[src/design/lsps_ram.sv]
// Generic single-write, single-read RAM with registered read data.
module lsps_ram #(
  parameter int WIDTH = 8,
  parameter int DEPTH = 16
) (
  input  logic                                        clk_i,
  input  logic                                        we_i,
  input  logic [((DEPTH > 1) ? $clog2(DEPTH) : 1)-1:0] waddr_i,
  input  logic [WIDTH-1:0]                            wdata_i,
  input  logic [((DEPTH > 1) ? $clog2(DEPTH) : 1)-1:0] raddr_i,
  output logic [WIDTH-1:0]                            rdata_o
);

  logic [WIDTH-1:0] mem_q [DEPTH];
  logic [WIDTH-1:0] rdata_q;

  always_ff @(posedge clk_i) begin
    if (we_i) begin
      mem_q[waddr_i] <= wdata_i;
    end
    rdata_q <= mem_q[raddr_i];
  end

  assign rdata_o = rdata_q;

endmodule

[config.mk]
export PLATFORM = sky130hd
export DESIGN_NAME = lsps_ram
export DESIGN_NICKNAME = d
export VERILOG_FILES = /design/src/design/lsps_ram.sv
export SDC_FILE = /design/constraint.sdc
export NUM_CORES = 1
export LEC_CHECK = 0
export BUFFER_PORTS_ARGS = -buffer_cell sky130_fd_sc_hd__buf_2
export CORE_MARGIN = 3
export CORE_UTILIZATION = 60
export DETAILED_ROUTE_END_ITERATION = 8
export GPL_TIMING_DRIVEN = 1
export PLACE_DENSITY = 0.82
export SYNTH_ARGS = -nofsm -noshare
export SYNTH_HDL_FRONTEND = slang
export SYNTH_SLANG_ARGS = --single-unit
[constraint.sdc]
create_clock -name clk_i -period 1.8 [get_ports clk_i]
set_input_delay 0.18 -clock clk_i [delete_from_list [all_inputs] [get_ports clk_i]]
set_output_delay 0.18 -clock clk_i [all_outputs]
set_load 0.01 [all_outputs]
# Word-level counts from Yosys, hierarchy flattened
# Memory sizes are Yosys's and may differ from the RTL's. A register that Yosys moved wholly into a read port is not among the register bits.
# Cells that the tools add are included.
[totals]
n_memories = 1
register_bits = 0
input_bits = 18
ram_bits = 128
wordCells = 3
[memory_table]
columns = ["memory", "depth", "width", "rd", "rd_ports_with_merged_regs", "write_ports", "line_no", "text"]
rows = [
  ["mem_q", 16, 8, 1, 1, 1, "14", "logic [WIDTH-1:0] mem_q [DEPTH];"],
]
[op_classes]
mux = 2
[op_table]
columns = ["op", "n"]
rows = [
  ["two-way mux 1 bit", 2],
]

# Depth between registers and ports, before layout
[depth]
word_depth = 2
ltp_mapped = 5
ltp_nobuf = 3

# Least setup slack after synthesis
# OpenSTA, ideal clock, no wires.
[synth_timing]
kind = "input to register"
startpoint = "in waddr_i[2] (netlist bit)"
endpoint = "mem mem_q[0][0] (enable)"
required_ns = 1.417
path_slack_ns = 0.127
cell_stages = 2
n_path_buf = 0
arrival_time_ns = 1.290
setup_ns = 0.383
cell_sequence = "or3b_2 > nor3_1"
[synth_lines]
columns = ["element", "line_no", "text"]
rows = [
  ["start, declared", "8", "input logic [((DEPTH > 1) ? $clog2(DEPTH) : 1)-1:0] waddr_i,"],
  ["end, declared", "14", ""],
]
# Straight into the memory's write port.

==> results.yml <==
drt:
  routed_wl_mm: 10.0
  avgRoutedWirePerCell_microns: 24.9
  drtPass1Iterations: 4
  vias: 2476
  avgViaCountPerCell: 6.17
  drc: 0
  drtIter0Drc: 252
  drtAntennaViolNets: 0
sta:
  finalSetupTns_ns: 0
  slew_violations: 0
  fin_crit_ns: 1.45
  setup_ws_ns: 0.346
  period_share_pct: 80.8
  worst_slew_margin_rel_pct: 73.2
  whs_ns: 0.0290
  tightest_slew_ns: 0.403
  rsz0062_at_grt: "false"
  setup_viol: 0
  max_freq_ghz: 0.688
  finalHoldViolations: 0
  finalClockSkew_ns: 0.00661
final_layout:
  fillers: 455
  diodes: 0
  layout_commonest_cell: "edfxtp_1"
  nets: 301
  final_cells: 401
  final_area_sq_um: 6130
  final_cell_mix: "edfxtp_1 (128), buf_2 (25), mux4_2 (18), buf_4 (18)"
  areaGrowthSynthToFinish_pct: 19.1
  drive_above_1_share_pct: 32.1
  fin_util_pct: 74.3
synthesis:
  ys_types: 19
  yosys.area.top_type_share_pct: 74.7
  syn_avg_cell_area_sq_um: 22.5
  netlist_area_sq_um: 5150
  syn_nets: 247
  ys_warn_count: 0
  ys_ff_latch: 136
  yosysTopAreaCell: "edfxtp_1"
  synth_area_leaders: "edfxtp_1 (75%), mux4_2 (7.9%), mux4_1 (7.1%)"
  seq_area_frac_synth_pct: 77.8
  synthCells: 229
cts:
  root_buffer: "clkbuf_8"
  cts_sinks: 136
  cts_tree: "yes"
  clockBufferDepth: 2
  hold_buffers: 0
  htreeDepth: 4
  postCtsSetupBuffers: 0
  clk_pin_slew_ns: 0.06
  clk_latency_ns: 0.53
  post_cts_resize_count: 0
  numCtsBuffers: 17
power:
  leakagePower_nw: 2.11
  power.density_nw_per_um2: 1240
  peakVddDrop_uv: 918
  p_total_mw: 7.61
placement:
  post-dp-hpwl_mm: 5.70
  place_area_sq_um: 5490
  dp.cells: 369
  place_ws_ns: 0.185
  place_congestion: 0.710
  portBuffers: 25
worst_setup_path:
  r2r_start: "mem_q[1][1]"
  worstPathArrival_ns: 1.85
  critPathKind: "register to register"
  crit_slowest_cell: "mux4_1"
  critPathMaxFanout: 1
  critPathRequiredTime_ns: 2.20
  start_kind: "register"
  max_stage_delay_ns: 0.53
  crit_chain: "mux4_1 > a22oi_1 > nand2_1"
  setup.worst_path.end_class: "register"
  cp-startpoint: "mem_q[1][1]"
grt:
  overflow: 0
  grtUsageTotal_pct: 22.8
  grt_pass1_wl_mm: 15.4
  grt_pass1_vias: 2633
  grt_max_degree: 33
  antenna_found_initial: 0
floorplanning:
  die_y_microns: 98.6
  die_x_microns: 98.6
  placementRows: 33
  coreArea_sq_um: 8260
  io_pins: 26
  start_util_pct: 62.3
  die_area_sq_um: 9730
run_status:
  outcome: "complete, no violations"
hold_path:
  hold_path_class: "input port to register"
  min_from: "wdata_i[2]"
run:
  cap_violations: 0
synthesized netlist by cell type:
cell             instances
mux4_1                  14
edfxtp_1               128
and2b_1                  1
nand3b_1                 2
nor3_1                   4
buf_2                    3
buf_4                    1
a22oi_1                 16
clkdlybuf4s25_2          3
dfxtp_1                  8
mux4_2                  18
nand3_1                  1
nand2_1                  9
nand2b_1                 2
or3b_2                   1
nor2_1                  13
buf_6                    3
nor2b_1                  1
and2_1                   1
registers in the layout, indices dropped and copies added, names as in the netlist:
signal	count
rdata_o	8
mem_q	128
worst paths after layout:
kind                  end  slack (ns)  cells after the start
max            rdata_o[1]        0.35                      3
min reg2reg    rdata_o[2]        0.69                      3
min          mem_q[13][2]        0.03                      1
max reg2reg    rdata_o[1]        0.35                      3
where the power goes:
part	switching, mW	internal (mW)	total, mW
Clock	1.31	2.40	3.72
Combinational	0.183	0.144	0.327
Sequential	0.0267	3.54	3.57
cells by family after synthesis:
kind of cell | Yosys count | share of synthesized area, %
DFF | 136 | 77.8
and+or+nand+nor | 35 | 3.18
muxes | 32 | 15.0
AOI/OAI and AO/OA | 16 | 2.33
buffers and inverters | 10 | 1.68
routing by layer:
layer  up-vias  global-route usage, %  share of wire, %
met1      1263                   31.1                39
met5         -                      0                 0
met4         0                   11.3               2.0
met3        16                   7.22               7.9
li1       1084                      -                 -
met2       113                   33.9                51
layout make-up:
class	instances	area (sq um)	area share (%)
clock buffers	18	418	6.81
clock inverters	14	221	3.61
multi-input cells	83	1060	17.2
flip-flops and latches	136	4000	65.3
well taps	105	131	2.14
repair buffers	45	300	4.90
worst max-delay path, delay by kind of cell, from the launching register on:
kind               cells  cell delay (ns)
AOI/OAI and AO/OA      1             0.28
DFF                    1             0.39
muxes                  1             0.53
and+or+nand+nor        1             0.13
(Power assumes the default switching activity.)
