===== src/design/lsps_pkg.sv =====
// Shared types, codes and defaults of the loop-stack primitive sequencer.
package lsps_pkg;

  localparam int PROG_DEPTH_DEF = 256;
  localparam int NEST_DEPTH_DEF = 16;

  localparam int OPC_W = 3;
  localparam int ARG_W = 16;
  localparam int CNT_W = 32;
  localparam int CNT_NUM = 6;
  localparam int SEL_W = 3;

  // operation codes of an input word
  localparam logic [1:0] OP_LOAD    = 2'd0;
  localparam logic [1:0] OP_RESTART = 2'd1;
  localparam logic [1:0] OP_NEXT    = 2'd2;

  // program opcodes
  localparam logic [OPC_W-1:0] OPC_HALT  = 3'd0;
  localparam logic [OPC_W-1:0] OPC_DOOP  = 3'd1;
  localparam logic [OPC_W-1:0] OPC_LOOP  = 3'd2;
  localparam logic [OPC_W-1:0] OPC_END   = 3'd3;
  localparam logic [OPC_W-1:0] OPC_BLOCK = 3'd4;
  localparam logic [OPC_W-1:0] OPC_SEND  = 3'd5;
  localparam logic [OPC_W-1:0] OPC_RECV  = 3'd6;

  // result status codes
  localparam logic [2:0] STS_OK        = 3'd0;
  localparam logic [2:0] STS_HALT      = 3'd1;
  localparam logic [2:0] STS_UNKNOWN   = 3'd2;
  localparam logic [2:0] STS_OVERFLOW  = 3'd3;
  localparam logic [2:0] STS_UNDERFLOW = 3'd4;
  localparam logic [2:0] STS_RANGE     = 3'd5;

  // statistic counter indexes
  localparam logic [SEL_W-1:0] CNT_RUN         = 3'd0;
  localparam logic [SEL_W-1:0] CNT_RUN_TIME    = 3'd1;
  localparam logic [SEL_W-1:0] CNT_WAIT        = 3'd2;
  localparam logic [SEL_W-1:0] CNT_BLOCK_TICKS = 3'd3;
  localparam logic [SEL_W-1:0] CNT_SEND        = 3'd4;
  localparam logic [SEL_W-1:0] CNT_RECV        = 3'd5;

  typedef struct packed {
    logic [1:0]       operation;
    logic [7:0]       load_address;
    logic [OPC_W-1:0] load_opcode;
    logic [ARG_W-1:0] load_argument;
  } lsps_cmd_t;

  typedef struct packed {
    logic [2:0]       status;
    logic [OPC_W-1:0] primitive_res;
    logic [ARG_W-1:0] duration;
    logic [7:0]       pointer;
    logic [CNT_W-1:0] run_count;
    logic [CNT_W-1:0] run_time;
    logic [CNT_W-1:0] wait_count;
    logic [CNT_W-1:0] block_ticks;
    logic [CNT_W-1:0] sends_seen;
    logic [CNT_W-1:0] receives_seen;
  } lsps_res_t;

  typedef logic [CNT_NUM-1:0][CNT_W-1:0] cnt_bank_t;

  typedef struct packed {
    logic             clear;
    logic             add;
    logic [SEL_W-1:0] sel;
    logic [CNT_W-1:0] operand;
  } stat_cmd_t;

endpackage


===== src/design/lsps_stats.sv =====
// Statistic counter bank behind one shared saturating adder.
module lsps_stats (
  input  logic                  clk_i,
  input  logic                  rst_ni,
  input  lsps_pkg::stat_cmd_t   cmd_i,
  output lsps_pkg::cnt_bank_t   cnt_o
);
  import lsps_pkg::*;

  cnt_bank_t        cnt_q;
  logic [CNT_W:0]   sum;
  logic [CNT_W-1:0] sat_sum;
  logic             sel_ok;

  assign sel_ok  = cmd_i.sel < SEL_W'(CNT_NUM);
  assign sum     = {1'b0, cnt_q[cmd_i.sel]} + {1'b0, cmd_i.operand};
  // clamp at all ones on carry out
  assign sat_sum = sum[CNT_W] ? '1 : sum[CNT_W-1:0];

  always_ff @(posedge clk_i or negedge rst_ni) begin
    if (!rst_ni) begin
      cnt_q <= '0;
    end else if (cmd_i.clear) begin
      cnt_q <= '0;
    end else if (cmd_i.add && sel_ok) begin
      cnt_q[cmd_i.sel] <= sat_sum;
    end
  end

  assign cnt_o = cnt_q;

endmodule


===== config.mk =====
export PLATFORM = sky130hd
export DESIGN_NAME = lsps_stats
export DESIGN_NICKNAME = d
export VERILOG_FILES = /design/src/design/lsps_pkg.sv /design/src/design/lsps_stats.sv
export SDC_FILE = /design/constraint.sdc
export NUM_CORES = 1
export LEC_CHECK = 0
export ABC_AREA = 1
export BUFFER_PORTS_ARGS = -buffer_cell sky130_fd_sc_hd__buf_2
export CORE_MARGIN = 2
export CORE_UTILIZATION = 50
export CTS_BUF_LIST = sky130_fd_sc_hd__clkbuf_16
export DETAILED_ROUTE_END_ITERATION = 7
export GPL_TIMING_DRIVEN = 0
export PLACE_DENSITY = 0.75
export SLEW_MARGIN = 10
export SYNTH_ARGS = -nofsm -noshare
export SYNTH_HDL_FRONTEND = slang
export SYNTH_SLANG_ARGS = --single-unit

===== constraint.sdc =====
create_clock -name clk_i -period 3.3 [get_ports clk_i]
set_input_delay 0.33 -clock clk_i [delete_from_list [all_inputs] [get_ports clk_i]]
set_output_delay 0.33 -clock clk_i [all_outputs]
set_load 0.03 [all_outputs]

---- Word level (Yosys, flattened, before mapping) ----
Index checks and enable logic that the tools add are counted.
operators by class
  mux-type cells .......................... 8
  reductions and logical operators ........ 3
  magnitude comparators ................... 3
  add/subtract/negate cells ............... 1
operators by type and width
  cell                  count
  $mux W192             2
  $bwmux W192           1
  $bmux W32 S3          1
  $demux W32 S3         1
  $mux W32              3
  $add A32 B32 Y33      1
  $lt A3 B4 Y1 const B  1
  $ge A3 B1 Y1 const B  1
  $lt A3 B3 Y1 const B  1
  $logic_and A1 B1 Y1   2
  $reduce_bool A2 Y1    1
word-level totals
  input port bits ......................... 39
  word-level logic and storage cells ...... 21
  output and inout port bits .............. 192
  flip-flop bits (word level) ............. 192

---- Depth between registers and ports, before layout ----
Gate-level depths: netlist of the first run.
  word-level depth ........................ 7
  mapped depth ............................ 21
  gate-level depth less buffers ........... 21

---- Least setup slack after synthesis of the first run ----
No wires, ideal clock.
  path kind ............................... input -> register
  from .................................... in cmd_i[33] in the netlist's numbering
  to ...................................... reg cnt_q, in the netlist cnt_o[126]
  library setup time ...................... 117 ps
  path buffers ............................ 3
  cell stages on the path ................. 19
  data required time ...................... 3183 ps
  slack ................................... 115 ps
  arrival time ............................ 3068 ps
  path through ............................ buf_2 -> nand3_1 -> clkbuf_1 -> nor2_1 -> a221oi_1 -> o211ai_1 -> ha_1 -> fa_1 -> nand3_1 -> nand3_2 -> nand2_1 -> nand2_2 -> nand2_1 -> nand2_2 -> a21oi_4 -> buf_12 -> nand3_4 -> nand2_1 -> nand2_1
on the way
  word-level cells in the longest chain between the ends .. 7
  elaborated cells between the ends (all ways) .. 15
  those cells by class .................... 1 x add/sub; 3 x order compare; 8 x mux; 3 x reduce/logical
RTL lines
  what                                                                   RTL line                            text
  start, declared                                                        lsps_stats.sv:5                     input lsps_pkg::stat_cmd_t cmd_i,
  $bmux W32 S3, or another cell as far along                             lsps_stats.sv:16                    assign sum = {1'b0, cnt_q[cmd_i.sel]} + {1'b0, cmd_i.operand};
  $mux W32 (not written as such) or $logic_and A1 B1 Y1 (tied branches)  lsps_stats.sv:16, lsps_stats.sv:26
  $add A32 B32 Y33 or $mux W32 (tied branches)                           lsps_stats.sv:16, lsps_stats.sv:26
  $mux W32 or $demux W32 S3 (tied branches)                              lsps_stats.sv:18, lsps_stats.sv:26
  $bwmux W192                                                            lsps_stats.sv:26                    cnt_q[cmd_i.sel] <= sat_sum;
  $mux W192                                                              lsps_stats.sv:25                    end else if (cmd_i.add && sel_ok) begin
  $mux W192                                                              lsps_stats.sv:23                    end else if (cmd_i.clear) begin
  end signal, assigned by index                                          lsps_stats.sv:26
  end, declared                                                          lsps_stats.sv:10                    cnt_bank_t cnt_q;
Parallel ways exist; a longest one is shown, timed or not. The select of a mux whose other input is x is not followed.
A chain may end at the register's enable or synchronous reset.

---- Final worst setup path of the first run ----
  from .................................... in cmd_i[32] in the netlist's numbering
  to ...................................... reg cnt_q, in the netlist cnt_o[84]
The elaborated chain is that of the path after synthesis.

==> metrics.cfg, run 1 <==
[run_status]
status = finished, final reports clean

[floorplanning]
die-area_um2 = 24000
rows = 55
initial_core_util_pct = 50.60
die_x_um = 154.9
die_y_um = 154.9
core_um2 = 22500
pin_count = 231

[logic_synthesis]
syn_avg_cell_area_um2 = 7.198
synth_edf_count = 0
ys_types = 36
async_flop_share_pct = 100.0
yosys_warnings = 0
synth_seq_cells = 192
syn_nets = 1654
synth_cells = 1582
ys_seq_area_share_pct = 42.19
yosys_most_used_dff = dfrtp_1
synth_area_um2 = 11390

[placed_design]
gp_congestion = 0.9866
dpl_cell_area_um2 = 12930
place_hpwl_um = 31740
portBuffers = 229
pre_cts_ws_ps = -698.6

[timing]
worstMarginPinSlew_ps = 736.4
worst_slack_ps = 100.7
fin_crit_sh_pct = 96.95
slew_viol_final = 0
setup_violations = 0
hold_violations = 0
fin_skew_ps = 11.99
period_minus_slack_ps = 3199
fmax_ghz = 0.3126
relSlewSlack_pct = 50.91
fin_setup_tns_ps = 0

[critical_path]
crit_type = input pin to flop
crit_top_cell = nand2_1
cp.arrival_ps = 3520
cpPeakStageDelay_ps = 400
cp_top_family = simple AND/OR/NAND/NOR gates
r2r-start = cnt_o[147]$_DFFE_PN0P_
required_ps = 3630
cp_max_fo = 10
path_cells = buf_2, inv_2, nor3_4, clkbuf_4, a22oi_1, o2111ai_2, ha_1, nand2_2, inv_2, nand2_1, nand2_1, a21oi_1, nand2_2, a21oi_4, buf_12, buf_12, nand3_4, nand2_1, nand2_1
slowest_stage = nor3_4
critical_path_cell_count = 19
end_kind = flop
startpoint = cmd_i[32]
worst_setup_path_start_kind = input pin
r2r_cells = 18
critPathBufInv = 6

[clocking]
insertion_delay_ps = 440
clock_path_buffers = 2
clkSlewWorstSetupHoldPaths_ps = 70
cts_tree = done
numCtsBuffers = 17
cts_htree_levels = 4
root_buffer = clkbuf_16
clock-sinks = 192

[min_path]
hold_class = input pin to flop
hold_path.startpoint = cmd_i[36]
whs_path_depth = 4

[route]
first_iter_violations = 1367
drc = 0
finalWirelength_um = 41740
viasPerCell = 5.608
dr_total_vias = 12006
dr.pass1.iters = 6
drtAntennaViolNets = 0
wl_per_cell_um = 19.49

[final_layout]
nets = 1915
stdcell_area_um2 = 13860
largest_reg_flops = 192
drive_gt1_share_pct = 21.01
final_common_cell = nand2_1
area_growth_pct = 21.69
regArea_um2 = 4805
final_cell_mix = 804 x nand2_1, 247 x buf_2, 192 x dfrtp_1
fillCellCount = 2029
multi_input_area_um2 = 5831
diodes = 0

[pwr]
cellPowerDensity_nw_per_um2 = 393.0
power.leakage_nw = 8.312
ir_drop_uv = 361.1

[flow_run]
maxCapViolCount = 0

[global_routing]
antenna_found_initial = 0
grt_pass1_vias = 11130
grt_pass1_wl_um = 63000
grt_max_degree = 104
grt_usage_pct = 34.62
grt-ovfl-total = 0

[power by group]
part	switching [mW]	internal, mW	total (mW)
Combinational	0.677	0.251	0.929
Sequential	0.0601	2.41	2.47
Clock	0.936	1.11	2.05
[kinds of logic after synthesis]
logic type	after synthesis	share of synthesized area [%]
flip-flops	192	42.19
buffers and inverters	234	8.329
AND/OR/NAND/NOR	975	36.90
XOR/XNOR	13	0.9999
AO/OA/AOI/OAI	135	7.889
adder cells (fa/ha/maj)	33	3.692
[routing by layer]
layer  GRT usage [%]  up-vias  wire (um)
met2           52.89      668      18720
met1           45.97     5724      16160
li1                -     5479          -
met3           10.31      135       4959
met5               0        -          0
met4           14.95        0       1895
[metrics by stage]
| stage | std cells | total power, mW | hold slack, ps | util [%] |
|---|---|---|---|---|
| 4_1_cts | 2135 | 5.397 | 291.1 | 60.46 |
| 5_1_grt | 2141 | 5.609 | 319.5 | 61.58 |
| 3_3_place_gp | 2096 | 3.371 | 484.8 | 57.28 |
| 3_5_place_dp | 2097 | 3.385 | 396.4 | 57.45 |
| 2_1_floorplan | 1582 | 3.035 | 34.41 | - |
| 6_report | 2141 | 5.446 | 306.8 | 61.58 |
[worst reg2reg max path, cell delays in order, from the launching register on]
cell	delay, ps
dfrtp_1	430
a22o_1	260
a221oi_1	290
nand3_1	240
ha_2	360
nand2_1	70
nand2_1	90
inv_1	70
nand2_1	80
nand2_1	60
nand2_1	60
nand2_1	80
nand2_1	90
a21oi_4	170
buf_12	150
buf_12	170
nand3_4	170
nand2_1	100
nand2_1	70
[repair_timing]
| action | in CTS | in global routing |
|---|---|---|
| setup endpoints to repair | 191 | 192 |
| gates resized for setup | 13 | 59 |
| setup buffers | 4 | 6 |
| hold endpoints to repair | 89 | 0 |
| hold buffers | 1 | 0 |
| pin swaps | 2 | 16 |
| cloned | 1 | 0 |
[cell type report]
class | instances | share of cell area [%]
inverters | 180 | 4.876
clock inverters | 15 | 1.038
repair buffers | 242 | 9.481
multi-input cells | 1156 | 42.08
clock buffers | 17 | 3.070
flip-flops and latches | 192 | 34.67
well taps | 285 | 2.573
plain buffers | 54 | 2.212
[cells in the mapped netlist (13+ instances only)]
library cell	number	area share, %
a21oi_1	20	0.88
a22oi_1	48	3.2
buf_2	17	0.75
clkbuf_1	33	1.1
dfrtp_1	192	42
ha_1	32	3.5
inv_1	172	5.7
nand2_1	805	27
nand2_4	15	1.5
nand3_1	43	1.9
nand3_4	15	2.3
nand4_1	26	1.4
nor2_1	43	1.4
o21ai_0	29	1.3
xor2_1	13	1.0
[path summary, 6_finish.rpt]
kind,endpoint,slack (ps)
min reg2reg,cnt_o[157]$_DFFE_PN0P_,500
max,cnt_o[84]$_DFFE_PN0P_,100
max in group asynchronous,cnt_o[14]$_DFFE_PN0P_,1830
max reg2reg,cnt_o[84]$_DFFE_PN0P_,180
min,cnt_o[32]$_DFFE_PN0P_,310
min in group asynchronous,cnt_o[102]$_DFFE_PN0P_,510
No activity file was read; power rests on OpenSTA's default activity.
==> run 2, diff against run 1 <==
REMOVE_ABC_BUFFERS = 1   (was default)
TNS_END_PERCENT = 1   (was default)
clock period = 4.1 ns   (was 3.3 ns; I/O delays follow)
==> run 2 against run 1 <==
Compared with the run above:
- via count fell by 5.4%
- sequential share of layout area rose by 0.40 points
- global-route usage fell by 3.0 points
- cell area fell by 1.1%
- sequential power fell by 20%
- largest cell class unchanged
- highest routed layer unchanged
==> metrics.cfg, run 2 (same netlist as run 1, synthesis figures left out) <==
[route]
dr.pass1.iters = 5  ; was 6
dr_total_vias = 11354  ; was 12006
finalWirelength_um = 37200  ; was 41740 um
drtAntennaViolNets = 0  ; unchanged
drc = 0  ; unchanged
viasPerCell = 5.409  ; was 5.608
first_iter_violations = 941  ; was 1367
wl_per_cell_um = 17.72  ; was 19.49 um

[clocking]
numCtsBuffers = 17  ; unchanged
clkSlewWorstSetupHoldPaths_ps = 80  ; was 70 ps
clock_path_buffers = 2  ; unchanged
insertion_delay_ps = 440  ; about the same
cts_htree_levels = 4  ; unchanged
root_buffer = clkbuf_16  ; unchanged
cts_tree = done  ; unchanged
clock-sinks = 192  ; unchanged

[final_layout]
final_common_cell = nand2_1  ; unchanged
final_cell_mix = 805 x nand2_1, 229 x buf_2, 192 x dfrtp_1  ; was 804 x nand2_1, 247 x buf_2, 192 x dfrtp_1
fillCellCount = 2058  ; was 2029
fin_util_pct = 60.88  ; was 61.58%
stdcell_area_um2 = 13700  ; was 13860 um2
drive_gt1_share_pct = 18.93  ; was 21.01%
fin_cells = 2099  ; was 2141
largest_reg_flops = 192  ; unchanged
area_growth_pct = 20.32  ; was 21.69%
nets = 1872  ; was 1915

[timing]
fin_skew_ps = 12.71  ; was 11.99 ps
fin_crit_sh_pct = 93.70
fmax_ghz = 0.2603
slew_viol_final = 0  ; unchanged
worstMarginPinSlew_ps = 1255  ; was 736.4 ps
grt_setup_unrepaired = no
setup_violations = 0  ; unchanged
hold_violations = 0  ; unchanged
period_minus_slack_ps = 3842
whs_ps = 472.5  ; was 306.8 ps
worst_slack_ps = 258.3  ; was 100.7 ps
relSlewSlack_pct = 15.84  ; was 50.91%

[global_routing]
grt-ovfl-total = 0  ; unchanged
antenna_found_initial = 2  ; was 0
grt_max_degree = 103  ; was 104
grt_pass1_wl_um = 59130  ; was 63000 um
grt_usage_pct = 31.63  ; was 34.62%
grt_pass1_vias = 11065  ; was 11130

[floorplanning]
core_um2 = 22500  ; unchanged
pin_count = 231  ; unchanged
initial_core_util_pct = 50.60  ; unchanged
die-area_um2 = 24000  ; unchanged
die_y_um = 154.9  ; unchanged
die_x_um = 154.9  ; unchanged
rows = 55  ; unchanged

[pwr]
cellPowerDensity_nw_per_um2 = 324.8  ; was 393.0 nW/um2
swShare_pct = 30.34  ; was 30.73%
p_seq_share_pct = 44.5  ; was 45.3%
p_clk_share_pct = 39.7  ; was 37.6%
ir_drop_uv = 261.3  ; was 361.1 uV
p_int_mw = 3.100  ; was 3.773 mW
power_frac_comb_pct = 15.8  ; was 17.1%
power.leakage_nw = 8.178  ; was 8.312 nW
switching_power_mw = 1.350  ; was 1.674 mW

[critical_path]
end_kind = flop  ; unchanged
r2r_cells = 18  ; unchanged
cp_max_fo = 30  ; was 10
crit_type = input pin to flop  ; unchanged
required_ps = 4440  ; was 3630 ps
worst_setup_path_start_kind = input pin  ; unchanged
cp.arrival_ps = 4180  ; was 3520 ps

[min_path]
whs_path_depth = 5  ; was 4
hold_class = input pin to flop  ; unchanged

[placed_design]
gp_congestion = 0.9235  ; was 0.9866
portBuffers = 230  ; was 229
place_hpwl_um = 27460  ; was 31740 um
pre_cts_ws_ps = -1012  ; was -698.6 ps
dp.cells = 2058  ; was 2097
dpl_cell_area_um2 = 13020  ; was 12930 um2

[run_status]
status = finished, final reports clean  ; unchanged

[flow_run]
maxCapViolCount = 0  ; unchanged

## run 2: repair_timing
| item | 4_1_cts | 5_1_grt |
|---|---|---|
| resized for setup | 3 | 1 |
| setup endpoints to repair | 180 | 5 |
| pin swaps | 1 | 0 |
| hold buffers | 1 | 0 |
| gates cloned | 1 | 0 |
| hold endpoints to repair | 2 | 0 |
| buffers inserted | 6 | 0 |
## run 2: worst max-delay path, cell delays in order
cell and delay (ps):
buf_2 160, inv_2 100, nand3_1 210, inv_2 340
a221oi_1 370, o211ai_1 150, ha_1 280, fa_1 470
nand3_1 140, nand3_2 130, nand2_1 100, nand2_2 80
nand2_1 90, nand2_2 100, a21oi_4 230, buf_4 250
buf_12 210, nand3_4 160, nand2_1 120, nand2_1 50
## run 2: through the flow
stage	setup TNS (ps)	power, mW
3_3_place_gp	-554580	2.672
3_5_place_dp	-119770	2.705
6_report	0	4.450
4_1_cts	0	4.458
2_1_floorplan	-50860	2.427
5_1_grt	0	4.611
## run 2: cell type report
cell class / count / area, um2 / share of cell area (%)
Tap cell: 285 / 356.6 / 2.603
Multi-Input combinational cell: 1156 / 5688 / 41.52
Antenna cell: 2 / 5.005 / 0.03653
Inverter: 180 / 679.4 / 4.959
Timing Repair inverter: 1 / 7.507 / 0.05479
Clock inverter: 14 / 177.7 / 1.297
Timing Repair Buffer: 252 / 1556 / 11.36
Sequential cell: 192 / 4805 / 35.07
Clock buffer: 17 / 425.4 / 3.105
## run 2: path summary, 6_finish.rpt
kind	from	slack, ps	to
min in group asynchronous	rst_ni	560	cnt_o[155]$_DFFE_PN0P_
setup / recovery	cmd_i[34]	260	cnt_o[19]$_DFFE_PN0P_
setup reg to reg	cnt_o[96]$_DFFE_PN0P_	650	cnt_o[19]$_DFFE_PN0P_
max in group asynchronous	rst_ni	2570	cnt_o[106]$_DFFE_PN0P_
hold reg to reg	cnt_o[162]$_DFFE_PN0P_	510	cnt_o[162]$_DFFE_PN0P_
hold / removal	cmd_i[35]	470	cnt_o[35]$_DFFE_PN0P_
## run 2: per-layer routing
metal	vias up	track usage [%]	share of wire [%]	wire, um
li1	5398	-	-	-
met3	78	6.351	8.7	3221
met1	5337	43.03	43	15950
met2	541	50.73	46	17100
met5	-	0	0	0
met4	0	10.93	2.5	924
## run 2: power groups by stage
stage	Clock, mW	Combinational [mW]	Sequential, mW
floorplan	0	0.326	2.10
CTS	1.78	0.701	1.98
detailed placement	0	0.691	2.01
finish	1.77	0.703	1.98
global route	1.86	0.767	1.98
global placement	0	0.659	2.01
